==> src/rtl/scp_pkg.sv <==
// ----------------------------------------------------------------------------
// scp_pkg
// Shared types, character codes and command templates for the serial
// command parser.
// ----------------------------------------------------------------------------
package scp_pkg;

  localparam logic [7:0] CH_OPEN    = 8'h28;
  localparam logic [7:0] CH_CLOSE   = 8'h29;
  localparam logic [7:0] CH_COLON   = 8'h3A;
  localparam logic [7:0] DIGIT_BASE = 8'd48;
  localparam logic [7:0] DIGIT_TOP  = 8'd57;

  // Width of the decimal accumulator: three digits reach 999.
  localparam int unsigned VAL_W    = 10;
  localparam logic [VAL_W-1:0] STEP_MAX = VAL_W'(255);

  // Characters checked ahead of the closing paren for each command.
  localparam int unsigned START_CHARS = 6;
  localparam int unsigned STOP_CHARS  = 5;
  localparam int unsigned M1_CHARS    = 3;
  localparam int unsigned M2_CHARS    = 4;

  // Position of the closing paren for each command.
  localparam int unsigned START_CLOSE  = 6;
  localparam int unsigned STOP_CLOSE   = 5;
  localparam int unsigned M1_CLOSE     = 3;
  localparam int unsigned M2_CLOSE_MIN = 5;
  localparam int unsigned M2_CLOSE_MAX = 7;

  // Positions that may hold mode-2 value digits.
  localparam int unsigned DIGIT_FIRST = 4;
  localparam int unsigned DIGIT_LAST  = 6;

  // Cells that take part in the match chain.
  localparam int unsigned MATCH_CELLS = 8;

  typedef enum logic [2:0] {
    RESP_STARTED  = 3'd0,
    RESP_STOPPED  = 3'd1,
    RESP_MODE1    = 3'd2,
    RESP_MODE2    = 3'd3,
    RESP_FORMAT   = 3'd4,
    RESP_OVERFLOW = 3'd5
  } resp_e;

  localparam logic [1:0] MODE_ONE = 2'd1;
  localparam logic [1:0] MODE_TWO = 2'd2;

  // Running match state handed from one cell to the next.
  typedef struct packed {
    logic             start_ok;
    logic             stop_ok;
    logic             m1_ok;
    logic             m2_ok;
    logic             fmt_bad;
    logic [VAL_W-1:0] value;
  } chain_t;

  function automatic logic [7:0] start_char(input int unsigned idx);
    logic [7:0] ch;
    case (idx)
      0:       ch = CH_OPEN;
      1:       ch = 8'h53; // S
      2:       ch = 8'h54; // T
      3:       ch = 8'h41; // A
      4:       ch = 8'h52; // R
      5:       ch = 8'h54; // T
      default: ch = 8'h00;
    endcase
    return ch;
  endfunction

  function automatic logic [7:0] stop_char(input int unsigned idx);
    logic [7:0] ch;
    case (idx)
      0:       ch = CH_OPEN;
      1:       ch = 8'h53; // S
      2:       ch = 8'h54; // T
      3:       ch = 8'h4F; // O
      4:       ch = 8'h50; // P
      default: ch = 8'h00;
    endcase
    return ch;
  endfunction

  function automatic logic [7:0] m1_char(input int unsigned idx);
    logic [7:0] ch;
    case (idx)
      0:       ch = CH_OPEN;
      1:       ch = 8'h4D; // M
      2:       ch = 8'h31; // 1
      default: ch = 8'h00;
    endcase
    return ch;
  endfunction

  function automatic logic [7:0] m2_char(input int unsigned idx);
    logic [7:0] ch;
    case (idx)
      0:       ch = CH_OPEN;
      1:       ch = 8'h4D; // M
      2:       ch = 8'h32; // 2
      3:       ch = CH_COLON;
      default: ch = 8'h00;
    endcase
    return ch;
  endfunction

endpackage

==> src/rtl/scp_in_if.sv <==
// ----------------------------------------------------------------------------
// scp_in_if
// Received byte channel: valid/ready handshake with one byte per word.
// ----------------------------------------------------------------------------
interface scp_in_if;
  logic       valid;
  logic       ready;
  logic [7:0] rx_byte;

  modport source (output valid, output rx_byte, input ready);
  modport sink   (input valid, input rx_byte, output ready);
endinterface

==> src/rtl/scp_out_if.sv <==
// ----------------------------------------------------------------------------
// scp_out_if
// Command result channel: valid/ready handshake with response and status.
// ----------------------------------------------------------------------------
interface scp_out_if;
  logic       valid;
  logic       ready;
  logic [2:0] response;
  logic       running;
  logic [1:0] mode_now;
  logic [7:0] step_count;
  logic       clear_counter;
  logic       error_sticky;

  modport source (
    output valid, output response, output running, output mode_now,
    output step_count, output clear_counter, output error_sticky,
    input  ready
  );
  modport sink (
    input  valid, input response, input running, input mode_now,
    input  step_count, input clear_counter, input error_sticky,
    output ready
  );
endinterface

==> src/rtl/scp_cell.sv <==
// ----------------------------------------------------------------------------
// scp_cell
// One message byte. Folds its byte into the match state coming from the
// cell on its left and hands the result to the cell on its right.
// ----------------------------------------------------------------------------
module scp_cell #(
  parameter int unsigned IDX  = 0,
  parameter int unsigned PosW = 4
) (
  input  logic                clk_i,
  input  logic                rst_ni,
  input  logic                we_i,
  input  logic [7:0]          wdata_i,
  input  logic [PosW-1:0]     close_pos_i,
  input  scp_pkg::chain_t     chain_i,
  output scp_pkg::chain_t     chain_o
);
  import scp_pkg::*;

  localparam logic [7:0] StartCh = start_char(IDX);
  localparam logic [7:0] StopCh  = stop_char(IDX);
  localparam logic [7:0] M1Ch    = m1_char(IDX);
  localparam logic [7:0] M2Ch    = m2_char(IDX);
  localparam bit InStart = IDX < START_CHARS;
  localparam bit InStop  = IDX < STOP_CHARS;
  localparam bit InM1    = IDX < M1_CHARS;
  localparam bit InM2    = IDX < M2_CHARS;
  localparam bit InDigit = (IDX >= DIGIT_FIRST) && (IDX <= DIGIT_LAST);

  logic [7:0]       byte_q;
  logic [7:0]       diff;
  logic             is_digit;
  logic             digit_active;
  logic [VAL_W-1:0] scaled;

  always_ff @(posedge clk_i or negedge rst_ni) begin
    if (!rst_ni) begin
      byte_q <= '0;
    end else if (we_i) begin
      byte_q <= wdata_i;
    end
  end

  assign diff         = byte_q - DIGIT_BASE;
  assign is_digit     = (byte_q >= DIGIT_BASE) && (byte_q <= DIGIT_TOP);
  // only digits ahead of the closing paren count
  assign digit_active = InDigit && (close_pos_i > PosW'(IDX));
  assign scaled       = (chain_i.value << 3) + (chain_i.value << 1);

  always_comb begin
    chain_o.start_ok = chain_i.start_ok & (!InStart | (byte_q == StartCh));
    chain_o.stop_ok  = chain_i.stop_ok  & (!InStop  | (byte_q == StopCh));
    chain_o.m1_ok    = chain_i.m1_ok    & (!InM1    | (byte_q == M1Ch));
    chain_o.m2_ok    = chain_i.m2_ok    & (!InM2    | (byte_q == M2Ch));
    chain_o.fmt_bad  = chain_i.fmt_bad  | (digit_active & !is_digit);
    chain_o.value    = digit_active ? scaled + VAL_W'(diff[3:0]) : chain_i.value;
  end

endmodule

==> src/rtl/serial_command_parser.sv <==
// ----------------------------------------------------------------------------
// serial_command_parser
// Stores received bytes in a row of byte cells and decodes a command when
// the closing paren arrives.
// ----------------------------------------------------------------------------
// A result word is registered: it is valid in the cycle after its closing-paren byte is taken.
// Throughput: one byte per cycle while no held result stalls input; the match
// runs along the cell chain in the same cycle the closing paren is taken.
// A held result word only stalls input while it is not being taken.
// Reset: async active low; clears the store, write position and flags,
// mode returns to 1.
module serial_command_parser #(
  parameter int unsigned BUFFER_DEPTH = 16
) (
  input  logic             clk_i,
  input  logic             rst_ni,
  scp_in_if.sink           rx_i,
  scp_out_if.source        resp_o
);
  import scp_pkg::*;

  localparam int unsigned PW = $clog2(BUFFER_DEPTH);

  logic [PW-1:0] wp_q, wp_d;
  logic          run_q, run_d;
  logic [1:0]    mode_q, mode_d;
  logic [7:0]    steps_q, steps_d;
  logic          err_q, err_d;

  logic          out_valid_q;
  resp_e         out_resp_q;
  logic          out_run_q;
  logic [1:0]    out_mode_q;
  logic [7:0]    out_steps_q;
  logic          out_clr_q;
  logic          out_err_q;

  logic          accept;
  logic          is_open;
  logic          is_close;
  logic          dec;
  logic [PW-1:0] pos;
  logic [PW:0]   pos_inc;
  chain_t        chain [BUFFER_DEPTH+1];
  chain_t        chain_end;

  resp_e         resp;
  logic          clr;
  logic          start_hit, stop_hit, m1_hit, m2_hit;

  assign rx_i.ready = !out_valid_q || resp_o.ready;
  assign accept     = rx_i.valid && rx_i.ready;
  assign is_open    = rx_i.rx_byte == CH_OPEN;
  assign is_close   = rx_i.rx_byte == CH_CLOSE;
  assign dec        = accept && is_close;
  assign pos        = is_open ? '0 : wp_q;
  assign pos_inc    = {1'b0, pos} + (PW+1)'(1);

  always_comb begin
    if (is_close) begin
      wp_d = PW'(1);
    end else if (pos_inc == (PW+1)'(BUFFER_DEPTH)) begin
      wp_d = '0;
    end else begin
      wp_d = pos_inc[PW-1:0];
    end
  end

  assign chain[0] = '{start_ok: 1'b1, stop_ok: 1'b1, m1_ok: 1'b1, m2_ok: 1'b1,
                      fmt_bad: 1'b0, value: '0};

  for (genvar g = 0; g < BUFFER_DEPTH; g++) begin : g_cell
    logic       cell_we;
    logic [7:0] cell_wdata;
    // entry 0 is cleared after each decode
    assign cell_we    = (accept && (pos == PW'(g))) || ((g == 0) && dec);
    assign cell_wdata = ((g == 0) && dec) ? 8'h00 : rx_i.rx_byte;

    scp_cell #(
      .IDX  (g),
      .PosW (PW)
    ) u_cell (
      .clk_i       (clk_i),
      .rst_ni      (rst_ni),
      .we_i        (cell_we),
      .wdata_i     (cell_wdata),
      .close_pos_i (pos),
      .chain_i     (chain[g]),
      .chain_o     (chain[g+1])
    );
  end

  assign chain_end = chain[MATCH_CELLS];

  assign start_hit = chain_end.start_ok && (pos == PW'(START_CLOSE));
  assign stop_hit  = chain_end.stop_ok  && (pos == PW'(STOP_CLOSE));
  assign m1_hit    = chain_end.m1_ok    && (pos == PW'(M1_CLOSE));
  assign m2_hit    = chain_end.m2_ok    && (pos >= PW'(M2_CLOSE_MIN))
                                        && (pos <= PW'(M2_CLOSE_MAX));

  always_comb begin
    run_d   = run_q;
    mode_d  = mode_q;
    steps_d = steps_q;
    err_d   = err_q;
    clr     = 1'b0;
    resp    = RESP_FORMAT;
    if (start_hit) begin
      run_d  = 1'b1;
      mode_d = MODE_ONE;
      resp   = RESP_STARTED;
    end else if (stop_hit) begin
      run_d   = 1'b0;
      steps_d = '0;
      clr     = 1'b1;
      resp    = RESP_STOPPED;
    end else if (m1_hit) begin
      mode_d = MODE_ONE;
      resp   = RESP_MODE1;
    end else if (m2_hit) begin
      if (chain_end.fmt_bad) begin
        err_d = 1'b1;
        resp  = RESP_FORMAT;
      end else if (chain_end.value > STEP_MAX) begin
        err_d = 1'b1;
        resp  = RESP_OVERFLOW;
      end else begin
        mode_d  = MODE_TWO;
        steps_d = chain_end.value[7:0];
        resp    = RESP_MODE2;
      end
    end else begin
      err_d = 1'b1;
    end
  end

  always_ff @(posedge clk_i or negedge rst_ni) begin
    if (!rst_ni) begin
      wp_q    <= '0;
      run_q   <= 1'b0;
      mode_q  <= MODE_ONE;
      steps_q <= '0;
      err_q   <= 1'b0;
    end else if (accept) begin
      wp_q <= wp_d;
      if (is_close) begin
        run_q   <= run_d;
        mode_q  <= mode_d;
        steps_q <= steps_d;
        err_q   <= err_d;
      end
    end
  end

  always_ff @(posedge clk_i or negedge rst_ni) begin
    if (!rst_ni) begin
      out_valid_q <= 1'b0;
    end else if (dec) begin
      out_valid_q <= 1'b1;
    end else if (resp_o.ready) begin
      out_valid_q <= 1'b0;
    end
  end

  always_ff @(posedge clk_i) begin
    if (dec) begin
      out_resp_q  <= resp;
      out_run_q   <= run_d;
      out_mode_q  <= mode_d;
      out_steps_q <= steps_d;
      out_clr_q   <= clr;
      out_err_q   <= err_d;
    end
  end

  assign resp_o.valid         = out_valid_q;
  assign resp_o.response      = out_resp_q;
  assign resp_o.running       = out_run_q;
  assign resp_o.mode_now      = out_mode_q;
  assign resp_o.step_count    = out_steps_q;
  assign resp_o.clear_counter = out_clr_q;
  assign resp_o.error_sticky  = out_err_q;

endmodule

==> src/flat_wrapper.sv <==
// flat-port wrapper written by rule: the top's interface ports become plain ports
module serial_command_parser_flat import scp_pkg::*;
#(
  parameter int unsigned BUFFER_DEPTH = 16
)
  (clk_i, rst_ni, rx_i_valid, rx_i_rx_byte, rx_i_ready, resp_o_valid, resp_o_response, resp_o_running, resp_o_mode_now, resp_o_step_count, resp_o_clear_counter, resp_o_error_sticky, resp_o_ready);
  scp_in_if rx_i_i ();
  scp_out_if resp_o_i ();
  input  logic clk_i;
  input  logic rst_ni;
  input wire logic [$bits(rx_i_i.valid)-1:0] rx_i_valid;
  input wire logic [$bits(rx_i_i.rx_byte)-1:0] rx_i_rx_byte;
  output wire logic [$bits(rx_i_i.ready)-1:0] rx_i_ready;
  output wire logic [$bits(resp_o_i.valid)-1:0] resp_o_valid;
  output wire logic [$bits(resp_o_i.response)-1:0] resp_o_response;
  output wire logic [$bits(resp_o_i.running)-1:0] resp_o_running;
  output wire logic [$bits(resp_o_i.mode_now)-1:0] resp_o_mode_now;
  output wire logic [$bits(resp_o_i.step_count)-1:0] resp_o_step_count;
  output wire logic [$bits(resp_o_i.clear_counter)-1:0] resp_o_clear_counter;
  output wire logic [$bits(resp_o_i.error_sticky)-1:0] resp_o_error_sticky;
  input wire logic [$bits(resp_o_i.ready)-1:0] resp_o_ready;
  assign rx_i_i.valid = rx_i_valid;
  assign rx_i_i.rx_byte = rx_i_rx_byte;
  assign rx_i_ready = rx_i_i.ready;
  assign resp_o_valid = resp_o_i.valid;
  assign resp_o_response = resp_o_i.response;
  assign resp_o_running = resp_o_i.running;
  assign resp_o_mode_now = resp_o_i.mode_now;
  assign resp_o_step_count = resp_o_i.step_count;
  assign resp_o_clear_counter = resp_o_i.clear_counter;
  assign resp_o_error_sticky = resp_o_i.error_sticky;
  assign resp_o_i.ready = resp_o_ready;
  serial_command_parser #(.BUFFER_DEPTH(BUFFER_DEPTH)) u_core (.clk_i(clk_i), .rst_ni(rst_ni), .rx_i(rx_i_i), .resp_o(resp_o_i));
endmodule
==> config.mk <==
export PLATFORM = sky130hd
export DESIGN_NAME = serial_command_parser_flat
export DESIGN_NICKNAME = d
export VERILOG_FILES = /design/src/rtl/scp_pkg.sv /design/src/rtl/scp_in_if.sv /design/src/rtl/scp_out_if.sv /design/src/rtl/scp_cell.sv /design/src/rtl/serial_command_parser.sv /design/src/flat_wrapper.sv
export SDC_FILE = /design/constraint.sdc
export NUM_CORES = 1
export LEC_CHECK = 0
export BUFFER_PORTS_ARGS = -buffer_cell sky130_fd_sc_hd__buf_2
export CORE_UTILIZATION = 51
export CTS_CLUSTER_SIZE = 20
export DETAILED_ROUTE_END_ITERATION = 12
export GPL_TIMING_DRIVEN = 0
export PLACE_DENSITY = 0.69
export SETUP_SLACK_MARGIN = 0.3
export SLEW_MARGIN = 20
export SYNTH_ARGS = -nofsm -noshare
export SYNTH_HDL_FRONTEND = slang
export SYNTH_SLANG_ARGS = --single-unit
==> constraint.sdc <==
create_clock -name clk_i -period 6.5 [get_ports clk_i]
set_clock_uncertainty 0.2 [all_clocks]
set_input_delay 0.325 -clock clk_i [delete_from_list [all_inputs] [get_ports clk_i]]
set_output_delay 0.325 -clock clk_i [all_outputs]
set_load 0.02 [all_outputs]
Word-level counts from Yosys, hierarchy flattened
Cells that the tools add are included.
W data, S select, Z words.
{ "totals": {"regBits": 89, "latchBits": 0, "ramBits": 0, "mem_bits_ro": 0, "input_bits": 12, "out_inout_bits": 18, "elab_cells": 141, "memories": 0} }
{ "classes": {"n_addsub": 8, "multipliers": 0, "div": 0, "order_cmp": 12, "n_eq_ne": 21, "n_shift": 0, "mux": 35, "bitwise": 16, "reduce_logical": 28} }
{ "ops": {"columns": ["cell", "count"], "rows": [
  ["$eq A8 B7 Y1 const B", 8],
  ["$mux W8", 7],
  ["$eq A8 B6 Y1 const B", 6],
  ["$ge A8 B6 Y1 const B", 3],
  ["$le A8 B6 Y1 const B", 3],
  ["$add A10 B10 Y10", 2],
  ["$add A10 B4 Y10", 2],
  ["$mux W10", 2],
  ["$logic_and A1 B1 Y1", 17],
  ["$mux W4", 4],
  ["$and A1 B1 Y1", 14],
  ["$mux W2", 7],
  ["$eq A4 B3 Y1 const B", 3],
  ["$gt A4 B3 Y1 const B", 3],
  ["$mux W1", 12],
  ["$sub A4 B1 Y4 const B", 3],
  ["$gt A10 B8 Y1 const B", 1],
  ["$mux W3", 3],
  ["$eq A4 B2 Y1 const B", 2],
  ["$add A4 B1 Y5 const B", 1],
  ["$eq A5 B5 Y1 const B", 1],
  ["$eq A4 B1 Y1 const B", 1],
  ["$ge A4 B3 Y1 const B", 1],
  ["$le A4 B3 Y1 const B", 1],
  ["8 further kinds", 13]
]} }

Logic depth before layout (Yosys ltp)
{ "depth": {"ltp_word": 17, "ltp_mapped": 25} }

Modules after synthesis
From an unflattened synthesis, not the netlist that was laid out.
{ "unflattened": {"hier_cells": 611, "area_unflattened_um2": 6349.8} }
{ "by_module_without_submodules": {"columns": ["mod", "instances", "cells_each", "area_each_um2", "seq_area_each_um2"], "rows": [
  ["serial_command_parser", 1, 153, 1699.1, 907.1],
  ["scp_cell at u_core.g_cell[4].u_cell", 1, 98, 908.4, 200.2],
  ["scp_cell at u_core.g_cell[5].u_cell", 1, 97, 900.9, 200.2],
  ["scp_cell at u_core.g_cell[6].u_cell", 1, 94, 888.4, 200.2],
  ["scp_cell at u_core.g_cell[1].u_cell", 1, 39, 469.2, 200.2],
  ["scp_cell at u_core.g_cell[0].u_cell", 1, 38, 460.4, 200.2],
  ["scp_cell at u_core.g_cell[3].u_cell", 1, 37, 459.2, 200.2],
  ["scp_cell at u_core.g_cell[2].u_cell", 1, 40, 451.7, 200.2],
  ["scp_cell at u_core.g_cell[7].u_cell", 1, 15, 112.6, 0.0]
]} }

Worst setup path after synthesis
No wires, ideal clock.
{ "synth_path": {"kind": "input to register", "from": "input rx_i_rx_byte[2]", "to": "register u_core.out_steps_q[0], in the netlist u_core.resp_o.step_count[0], data pin", "setup_time_ns": 0.258, "t_arrival_ns": 4.385, "t_required_ns": 6.042, "path_slack_ns": 1.656, "stages": 21, "path_cell_list": "nor4_1 nand2_1 buf_2 nand2_1 inv_1 ha_1 nor2b_1 o21a_1 clkbuf_1 o21ai_1 fa_1 inv_1 fa_1 nor2b_1 o31a_1 o21ai_0 a31o_1 a211o_1 nand3b_4 buf_2 o21ai_1"} }
{ "synth_via": {"elab_chain_len": 17, "elab_cells_between_ends": 34, "classes_between": "add/sub (4); order compare (6); eq/ne (4); mux (10); bitwise (5); reduce/logical (5)"} }
{ "synth_rtl": {"columns": ["item", "line", "rtl"], "rows": [
  ["from (decl)", "flat_wrapper.sv:12", "input wire logic [$bits(rx_i_i.rx_byte)-1:0] rx_i_rx_byte;"],
  ["$eq A8 B6 Y1 *", "serial_command_parser.sv:53", "assign is_open = rx_i.rx_byte == CH_OPEN;"],
  ["$mux W4 *", "serial_command_parser.sv:56", "assign pos = is_open ? '0 : wp_q;"],
  ["$gt A4 B3 Y1", "scp_cell.sv:47", "assign digit_active = InDigit && (close_pos_i > PosW'(IDX));"],
  ["$mux W4", "scp_cell.sv:56", "chain_o.value = digit_active ? scaled + VAL_W'(diff[3:0]) : chain_i.value;"],
  ["$add A10 B10 Y10", "scp_cell.sv:48", "assign scaled = (chain_i.value << 3) + (chain_i.value << 1);"],
  ["$add A10 B4 Y10", "scp_cell.sv:56", null],
  ["$mux W10", "scp_cell.sv:56", null],
  ["$add A10 B10 Y10", "scp_cell.sv:48", null],
  ["(+2 left out)", null, null],
  ["$gt A10 B8 Y1", "serial_command_parser.sv:124", "end else if (chain_end.value > STEP_MAX) begin"],
  ["$mux W8", "serial_command_parser.sv:124", null],
  ["$mux W8", "serial_command_parser.sv:121", "if (chain_end.fmt_bad) begin"],
  ["$mux W8", "serial_command_parser.sv:120", "end else if (m2_hit) begin"],
  ["$mux W8", "serial_command_parser.sv:117", "end else if (m1_hit) begin"],
  ["$mux W8", "serial_command_parser.sv:112", "end else if (stop_hit) begin"],
  ["$mux W8 *", "serial_command_parser.sv:108", "if (start_hit) begin"],
  ["via u_core.steps_d[0]", "serial_command_parser.sv:27", "logic [7:0] steps_q, steps_d;"],
  ["to (signal assigned)", "serial_command_parser.sv:170", "out_steps_q <= steps_d;"],
  ["to (decl)", "serial_command_parser.sv:34", "logic [7:0] out_steps_q;"]
]} }
Mark *: on every way through the listed nets, which the timed path passes. The rest lies on a longest branch.
A chain may end at the register's enable or synchronous reset.

Worst setup path in the final report
{ "layout_path": {"from": "input rx_i_rx_byte[4]", "to": "register u_core.steps_q[0]"} }
{ "layout_via": {"elab_chain_len": 17, "elab_cells_between_ends": 36, "classes_between": "add/sub (4); order compare (6); eq/ne (5); mux (10); bitwise (5); reduce/logical (6)"} }
{ "layout_rtl": {"columns": ["item", "line", "rtl"], "rows": [
  ["$eq A8 B6 Y1", "serial_command_parser.sv:53", null],
  ["$mux W4", "serial_command_parser.sv:56", null],
  ["$gt A4 B3 Y1", "scp_cell.sv:47", null],
  ["$mux W4", "scp_cell.sv:56", null],
  ["$add A10 B10 Y10", "scp_cell.sv:48", null],
  ["$add A10 B4 Y10", "scp_cell.sv:56", null],
  ["$mux W10", "scp_cell.sv:56", null],
  ["$add A10 B10 Y10", "scp_cell.sv:48", null],
  ["$add A10 B4 Y10", "scp_cell.sv:56", null],
  ["$mux W10", "scp_cell.sv:56", null],
  ["$gt A10 B8 Y1", "serial_command_parser.sv:124", null],
  ["$mux W8", "serial_command_parser.sv:124", null],
  ["$mux W8", "serial_command_parser.sv:121", null],
  ["$mux W8", "serial_command_parser.sv:120", null],
  ["$mux W8", "serial_command_parser.sv:117", null],
  ["$mux W8", "serial_command_parser.sv:112", null],
  ["$mux W8", "serial_command_parser.sv:108", null],
  ["to (signal assigned)", "serial_command_parser.sv:149", "steps_q <= steps_d;"],
  ["to (decl)", "serial_command_parser.sv:27", null]
]} }
Several ways; a longest one is shown, not always the timed one.

==> impl_results.md <==
* Top-Level Pins at 30
* Starting Density at 0.538
* Final Cycle Share at 0.871
* Final core utilization at 0.593
* Clock Power Share at 0.169
* RSZ-0062 raised after global routing: no
* Area leader, netlist: dfrtp_1
* PostCTS Resize Cnt at 0
* Largest family of logic cells by synthesized area: simple AND/OR/NAND/NOR gates
* Layout area overhead at 10.3%
* #FFs+latches synth at 89
* Hold Fails Final Rpt at 0
* Worst-skew pair later-pin latency at ~0.36 ns
* Tot GR Track Use at 0.228
* Core Area at between 8000 and 9000 um2
* Hold buffer count at cts at 1
* Top post-synthesis cells by area: dfrtp_1 (38%), edfxtp_1 (10%), mux2_1 (7.3%), ha_1 (6.3%), nand2_1 (4.0%)
* M2 GR Usage at 0.374
* DR vias at 3510
* Dpl cell area at 5080 um2
* Cell Area, Synth at 4780 um2
* EDFF count, synth at 16
* Vias per cell at 5.88
* Met3 Use GR at 0.0376
* Max-slew headroom at 0.386
* IO Port Bufs at 29
* HP Class: primary input to register
* WP data required at 6.53 ns
* Design area at 5270 um2
* Crit end category: register
* Async set-reset flop share out of synthesis at 0.820
* Maximum clock path buffer count at 2
* Status: finished clean
* Max FO, Critical Path at 10
* Final WL at 10300 um
* Fmax at 0.177 GHz
* Tmin final at between 5 and 6 ns
* Startpoint types: primary input
* Cell Pwr Density at 395 nW/um2
* Die outline width at 98.8 um
* Synth top area share at 0.377
* Clk root buf: clkbuf_8
* Switching share of power at 0.399
* Pre-antenna DRT Iters at 4
* CTS Buf Count at 9
* Simple-Gate Fraction of Synth Area at 0.176
* Post-Synth XOR/XNOR Area at 0.0110
* Initial DRC count at 185
* LEAKAGE at 2.43 nW
* Num rows at 34
* Met1 Resource Use GR at 0.308
* CTS H-Tree Depth at 3
* Wire length of the first global-routing pass at ~17000 um
* Ratio of cells with drive above 1 in the final layout at 0.151
* Logic gate share of total power at 0.431
* Post-synthesis sequential area ratio at 0.483
* Sequential share of power at 0.401
* Placed wire-length estimate at about 7700 um
* Post-synth cell types at between 60 and 70
* Final net count at 523
* Synth Area in Compound Gates at 0.118
* ANT cells at 0
* Worst-path clk slew at 0.09 ns
* CTS tree: yes
* Fill cells at 718
* GR peak layer: met2
* Power Internal at 1.25 mW
* Wire length per cell at 17.2 um
* Least-Margin Pin Slew at ~0.91 ns
* Total clock sinks at 89
* Antenna Nets Post-Route at 0
* Post-synthesis adder-cell area fraction at 0.0754
* TNS Setup at 0 ns
* CP arrival at 5.69 ns
* Post-synthesis mux area share at 0.109
* Mean Syn Cell Area at 10.8 um2
* Area of the die at between 9000 and 10000 um2
* Vias in the first global route at ~3400
* Total of max-cap violations at 0
* Syn Inst Count at 442
* Initial antenna violation count at 0
* Maximum vdd drop at 193 uV
* WS Path Type: primary input to register
* Placer Congestion at 0.858
* Predominant post-synthesis flop cell: dfrtp_1
* Pins Over Slew Limit at 0
* Synth warn at 0
* Post-CTS Setup Bufs at 0
* Mapped Nets at 481
* Net Switching at 0.832 mW
* Setup violations, final at 0
* DRC Markers at 0
* Total grt overflow at 0
* Largest net degree at the start of global routing at 40
* Die height at slightly below 100 um
## cell usage in the layout, fill, tap and decap left out, types with 4 or more instances in the layout
cell type,n
a21oi_1,19
and3_1,6
buf_2,31
clkbuf_1,9
clkbuf_8,9
dfrtp_1,72
edfxtp_1,16
ha_1,24
inv_1,16
mux2_1,31
mux2_2,8
mux2i_1,8
nand2_1,51
nand2b_1,4
nand3_1,23
nand4_1,4
nor2_1,17
nor2b_1,7
nor3_1,5
nor4_1,5
o21a_1,4
o21ai_0,12
o21ai_1,20
o2bb2ai_1,7
xnor2_1,5
## critical path: stages
cell and delay (ns):
buf_2 0.17, nor4_1 0.59, nand2_1 0.17, buf_2 0.22
nand2_1 0.15, inv_1 0.08, ha_1 0.28, nor2b_1 0.18
o21a_1 0.17, clkbuf_1 0.34, o21ai_1 0.24, fa_1 0.56
inv_1 0.07, fa_1 0.43, nor2b_1 0.21, o31a_1 0.24
o21ai_0 0.17, a21oi_1 0.18, a211o_1 0.21, nand2_1 0.07
a221o_1 0.45, o2bb2ai_1 0.16
## final timing paths
check	startpoint	end	slack, ns	cells past startpoint
max	rx_i_rx_byte[4]	u_core.steps_q[0]$_DFFE_PN0P_	0.84	22
min	rx_i_rx_byte[2]	u_core.g_cell[4].u_cell.byte_q[2]$_DFFE_PN0P_	0.03	2
max reg2reg	u_core.wp_q[2]$_DFFE_PN0P_	u_core.steps_q[0]$_DFFE_PN0P_	0.93	19
min reg2reg	u_core.err_q$_DFFE_PN0P_	u_core.err_q$_DFFE_PN0P_	0.27	1
max in group asynchronous	rst_ni	u_core.g_cell[1].u_cell.byte_q[4]$_DFFE_PN0P_	5.27	3
min in group asynchronous	rst_ni	u_core.steps_q[4]$_DFFE_PN0P_	0.26	2
## sequential cells by signal, summed over array words and instances (netlist names)
signal and flops:
u_core.resp_o.clear_counter 1, u_core.g_cell.u_cell.byte_q 56, u_core.mode_q 2, u_core.resp_o.mode_now 2, u_core.resp_o.response 3, u_core.steps_q 8, u_core.resp_o.error_sticky 1, u_core.err_q 1
u_core.wp_q 4, u_core.resp_o.running 1, u_core.run_q 1, u_core.resp_o.valid 1, u_core.resp_o.step_count 8
## synthesized netlist by cell type (2+ instances only)
library cell,instances
nor3b_1,3
a211oi_1,3
inv_1,16
o211ai_1,2
and2_1,3
nor2_1,17
nand3b_1,3
o21a_1,4
nor4_1,5
nand2_1,51
mux2_2,8
nand2b_1,4
nand4_1,4
buf_2,3
o2bb2ai_1,7
edfxtp_1,16
ha_1,24
nand3_1,23
and3_1,6
dfrtp_1,72
inv_2,2
mux2_1,31
fa_1,3
nand2_2,3
a31o_1,2
o21ai_1,20
or4b_1,2
nor4bb_1,3
xnor2_1,5
nor4b_1,3
a21oi_1,19
mux2i_1,8
o32ai_1,2
nor2b_1,7
o21bai_1,2
clkbuf_1,8
o21ai_0,12
buf_6,2
a21o_1,3
nor3_1,5
## stage by stage
step	power, mW	cells	setup WS, ns	hold slack (ns)
final	2.08	597	0.839	0.0324
after global routing	2.26	597	0.436	0.0202
after CTS	2.09	597	0.913	0.0198
after detailed placement	1.73	580	0.566	0.111
after global placement	1.69	579	0.642	0.251
after floorplan	1.51	442	1.66	-0.171
## metal layers
layer	part of all wire	vias to the layer above
met4	0.014	0
li1	-	1693
met3	0.035	10
met5	0	-
met1	0.47	1743
met2	0.48	64
## final cells by class
cell class | instances | area, um2 | area share
clock inverter | 6 | 51.3 | 0.00973
inverter | 18 | 67.6 | 0.0128
sequential | 89 | 2310 | 0.438
buffer | 13 | 67.6 | 0.0128
timing repair buffer | 31 | 178 | 0.0337
multi-input combinational | 322 | 2340 | 0.443
tap | 108 | 135 | 0.0256
clock buffer | 10 | 128 | 0.0242
## cells by family (layout without fill, tap and decap cells)
kind of cell | Yosys count | after routing
buf+inv | 31 | 78
compound gates | 88 | 88
fa+ha+maj | 27 | 27
flops | 89 | 89
mux | 47 | 47
xor+xnor | 6 | 6
simple gates | 154 | 154
## power by group through the flow
| stage | clock network (mW) | logic, mW | registers [mW] |
|---|---|---|---|
| floorplan | 0 | 0.703 | 0.806 |
| global placement | 0 | 0.854 | 0.839 |
| detailed placement | 0 | 0.888 | 0.845 |
| CTS | 0.359 | 0.895 | 0.834 |
| global route | 0.386 | 1.02 | 0.858 |
| finish | 0.351 | 0.897 | 0.835 |
(Power assumes the default switching activity.)
